$ cat config.mk
export PLATFORM = sky130hd
export DESIGN_NAME = psp_sq_parts
export DESIGN_NICKNAME = d
export VERILOG_FILES = /design/src/rtl/core/psp_pkg.sv /design/src/rtl/core/psp_sq_parts.sv
export SDC_FILE = /design/constraint.sdc
export NUM_CORES = 2
export LEC_CHECK = 0
export BUFFER_PORTS_ARGS = -buffer_cell sky130_fd_sc_hd__buf_2
export CORE_MARGIN = 3
export CORE_UTILIZATION = 60
export DETAILED_ROUTE_END_ITERATION = 8
export PLACE_DENSITY = 0.78
export SETUP_SLACK_MARGIN = 0.4
export SYNTH_ARGS = -nofsm -noshare
export SYNTH_HDL_FRONTEND = slang
export SYNTH_SLANG_ARGS = --single-unit
$ cat constraint.sdc
create_clock -name vclk -period 19.1
set_input_delay 1.91 -clock vclk [all_inputs]
set_output_delay 1.91 -clock vclk [all_outputs]
set_load 0.01 [all_outputs]
$ cat src/rtl/core/psp_pkg.sv
package psp_pkg;

    localparam int COORD_BITS     = 20;
    localparam int RADIUS_BITS    = 20;
    localparam logic [RADIUS_BITS-1:0] RADIUS_RESET = RADIUS_BITS'(51);

    localparam int DIFF_BITS      = COORD_BITS + 1;
    localparam int PROD_BITS      = 2 * DIFF_BITS;
    localparam int DOT_BITS       = PROD_BITS + 2;
    localparam int MAG_BITS       = PROD_BITS;
    localparam int HALF_LO        = MAG_BITS / 2;
    localparam int HALF_HI        = MAG_BITS - HALF_LO;
    localparam int SQ_BITS        = 2 * MAG_BITS;
    localparam int SUM_BITS       = SQ_BITS + 2;
    localparam int R2_BITS        = 2 * RADIUS_BITS;
    localparam int R2_LO          = R2_BITS / 2;
    localparam int R2_HI          = R2_BITS - R2_LO;
    localparam int L_LO           = DOT_BITS / 2;
    localparam int L_HI           = DOT_BITS - L_LO;
    localparam int R2L_BITS       = R2_BITS + DOT_BITS;

    localparam int IN_FIELDS      = 9;
    localparam int IN_TDATA_BITS  = ((IN_FIELDS * COORD_BITS + 7) / 8) * 8;
    localparam int OUT_TDATA_BITS = 8;
    localparam int STAGES         = 7;

    typedef enum logic [1:0] {
        REGION_START    = 2'd0,
        REGION_INTERIOR = 2'd1,
        REGION_END      = 2'd2
    } region_t;

    typedef struct packed {
        logic [2*HALF_HI-1:0]         hh;
        logic [HALF_HI+HALF_LO-1:0]   hl;
        logic [2*HALF_LO-1:0]         ll;
    } sq_parts_t;

endpackage

$ cat src/rtl/core/psp_sq_parts.sv
module psp_sq_parts
    import psp_pkg::*;
(
    input  logic [MAG_BITS-1:0] mag,
    output sq_parts_t           parts
);

    logic [HALF_HI-1:0] hi;
    logic [HALF_LO-1:0] lo;

    assign hi = mag[MAG_BITS-1:HALF_LO];
    assign lo = mag[HALF_LO-1:0];

    // mag^2 = hh << 2*HALF_LO + hl << (HALF_LO+1) + ll
    assign parts.hh = (2*HALF_HI)'(hi) * (2*HALF_HI)'(hi);
    assign parts.hl = (HALF_HI+HALF_LO)'(hi) * (HALF_HI+HALF_LO)'(lo);
    assign parts.ll = (2*HALF_LO)'(lo) * (2*HALF_LO)'(lo);

endmodule

* After elaboration in Yosys (flattened, before gate mapping) *
Index checks and enable logic that the tools add are counted.

cells by class
  add/subtract/negate cells = 0
  $mul = 3
  divide/modulo/power cells = 0
  magnitude comparators = 0
  equal/unequal tests = 0
  shifts and indexed selects = 0
  muxes and demuxes = 0
  bitwise gates (word level) = 0
  reduce and logical (&&, ||, !) cells = 0

operator list
  kind                          count
  multiplier 21 x 21 -> 42 bit  3

word-level totals
  register bits after elaboration = 0
  latch bits = 0
  memory bits (writable) = 0
  memory bits (read-only) = 0
  input port bits = 42
  output and inout bits = 126
  word-level logic and storage cells = 3
  memories = 0

* Logic depth before layout (Yosys ltp) *
  depth after elaboration = 1
  gate-level depth with buffers = 27

* Least setup slack after synthesis *
No wires, ideal clock.

  path type = input to output
  from = input mag[32]
  to = output parts[80] (netlist name)
  arrival = 8.174 ns
  required time = 17.190 ns
  path slack = 9.016 ns
  cell stages on the path = 24
  cells stage by stage = clkbuf_1 clkbuf_1 nand2_1 fa_1 inv_1 fa_1 inv_1 fa_1 inv_1 fa_1 fa_1 fa_1 inv_1 fa_1 inv_1 ha_1 and2_2 and3_4 a221oi_2 a2111oi_4 o2111ai_2 a21oi_4 a221oi_2 mux2i_1

RTL lines
  element      RTL line           text
  from (decl)  psp_sq_parts.sv:4  input logic [MAG_BITS-1:0] mag,
  to (decl)    psp_sq_parts.sv:5  output sq_parts_t parts

==> run_results.csv <==
group,metric,value,unit
run_status,run_status,"finished, final reports clean",
hold_path,hold_class,"input pin to output port",
drt,wl_per_cell,17.35,um
clock_tree,holdBufCountCts,0,
timing,slew_headroom,27.28,%
final_layout,fillers,5439,
timing,finalSetupViolCount,0,
setup_path,crit_type,"input pin to output port",
final_layout,drive_above_1_share,5.193,%
synth,synth_top_cells_by_count,"1,205 x inv_1, 978 x fa_1, 529 x nand2_1, 462 x ha_1, 336 x and2_1",
final_layout,seq_cell_count,0,
synth,synthTopCellsByArea,"fa_1 49%, ha_1 14%, inv_1 11%, and2_1 5.3%, nand2_1 5.0%",
die,num_rows,93,
drt,drc_errors,0,
drt,first_iter_violations,1655,
final_layout,syn2layout_area_growth,3.103,%
setup_path,cp_slowest_cell,"a2111oi_1",
final_layout,final_cells,5343,
setup_path,critPathArrivalTime,9880,ps
die,dieWidth,264.1,um
global_routing,grt.overflow.total,0,
clock_tree,cts_setup_buffers,0,
timing,drv_slew,0,
timing,timing.hold.ws,4489,ps
timing,tightest_slew,1088,ps
synth,netlist_area,39960,um2
timing,fmax,0.08482,GHz
placed_design,port_buffers,166,
flow_run,drv_cap,0,
placed_design,dp_hpwl,71610,um
global_routing,grt_max_degree,45,
placed_design,dp_cells,5342,
setup_path,cpMostUsedCell,"fa_1",
drt,wl,92680,um
synth,synth.most_common_cell,"inv_1",
final_layout,clkbuf_count,0,
synth,yosysWarningCount,0,
timing,finalHoldViolations,0,
drt,via_count,29460,
drt,dr.pass1.iters,5,
setup_path,cp-start-kind,"input pin",
synth,synth_cells,4512,
final_layout,layout.area.seq,0,um2
global_routing,first_global_vias,31970,
synth,yosys.area.top_type,"fa_1",
global_routing,grt_pass1_wl,156400,um
setup_path,cp.required,17190,ps
global_routing,track_usage,27.40,%
timing,min_period,11790,ps
setup_path,crit_path_max_fanout,36,
timing,tns,0,ps
die,pin_count,168,
die,die-height,264.1,um
clock_tree,cts_resized,0,
timing,timing.final.crit_share,61.72,%
drt,avgViaCountPerCell,5.514,
timing,rsz0062_at_grt,"no",
die,initial_core_util,61.33,%
drt,final_antenna_net_count,0,
synth,syn_area_per_cell,8.857,um2
synth,synth_top_area_share,48.99,%
die,core-area,65160,um2
setup_path,crit_path_max_incr_delay,980,ps
setup_path,worst-path-buf-inv,7,
global_routing,antenna_found_initial,1,
synth,synth.distinct_cells,83,
setup_path,path_delay_family,"adder cells",
die,fp.dieArea,69740,um2
setup_path,crit_chain,"buf_2 -> clkinv_1 -> nor2_1 -> fa_1 -> fa_1 -> fa_1 -> fa_1 -> inv_1 -> fa_1 -> inv_1 -> fa_1 -> inv_1 -> fa_1 -> inv_1 -> ha_1 -> nand4_1 -> a211oi_1 -> a2bb2oi_1 -> a2111oi_1 -> nor2_1 -> o21ai_1 -> xor2_1 -> buf_2",
placed_design,place.gp.congestion,0.8975,
final_layout,nets,5971,
setup_path,endpoint_kind,"output port",
synth,ys_seq_area_share,0,%
-- area by class of cell --
cell class                 count  area (um2)  share of cell area, %
antenna                        1       2.502               0.006073
multi-input combinational   3085       34590                  83.94
timing repair buffer         186       980.9                  2.381
tap                          855        1070                  2.596
inverter                    1216        4564                  11.08
-- worst paths after layout --
| kind | from | end | slack (ps) | depth (start not counted) |
|---|---|---|---|---|
| min | mag[21] | parts[84] | 4490 | 2 |
| max | mag[7] | parts[37] | 7310 | 23 |
-- layer usage --
layer / vias up / share of wire, % / global-route usage (%) / wire length [um]
li1: 13250 / - / - / -
met1: 15140 / 39 / 35.41 / 35930
met2: 909 / 53 / 49.93 / 48730
met3: 161 / 6.1 / 2.701 / 5696
met4: 0 / 2.5 / 6.120 / 2329
met5: - / 0 / 0 / 0
-- through the flow --
step | util [%] | setup slack (ps) | cell area [um2]
floorplan | - | 9016 | 39970
global placement | 63.23 | 7558 | 41200
detailed placement | 63.23 | 7508 | 41200
CTS | 63.23 | 7491 | 41200
global route | 63.23 | 7004 | 41200
finish | 63.23 | 7311 | 41200
-- layout by cell type (no fill, tap or decap), types with 46 or more instances in the layout --
cell,Yosys,layout
fa_1,978,978
xor2_1,46,46
xnor2_1,89,89
a21o_1,83,83
buf_2,4,166
a21oi_1,107,107
nor2_1,142,142
nand2_1,529,529
ha_1,462,462
and2_1,336,336
inv_1,1205,1205
-- cell families (layout without fill, tap and decap cells) --
logic type | after synthesis | in the layout | share of synthesized area (%)
buffers and inverters | 1428 | 1402 | 13.47
AND/OR/NAND/NOR | 1135 | 1135 | 13.57
AO/OA/AOI/OAI | 369 | 369 | 6.440
other | 1 | 3 | 0.009383
XOR/XNOR | 135 | 135 | 2.959
adder cells (fa/ha/maj) | 1440 | 1440 | 63.45
multiplexers | 4 | 4 | 0.1064
Power is not shown: default switching activity piles up to over one toggle a cycle in this logic, so the estimate is an artifact.
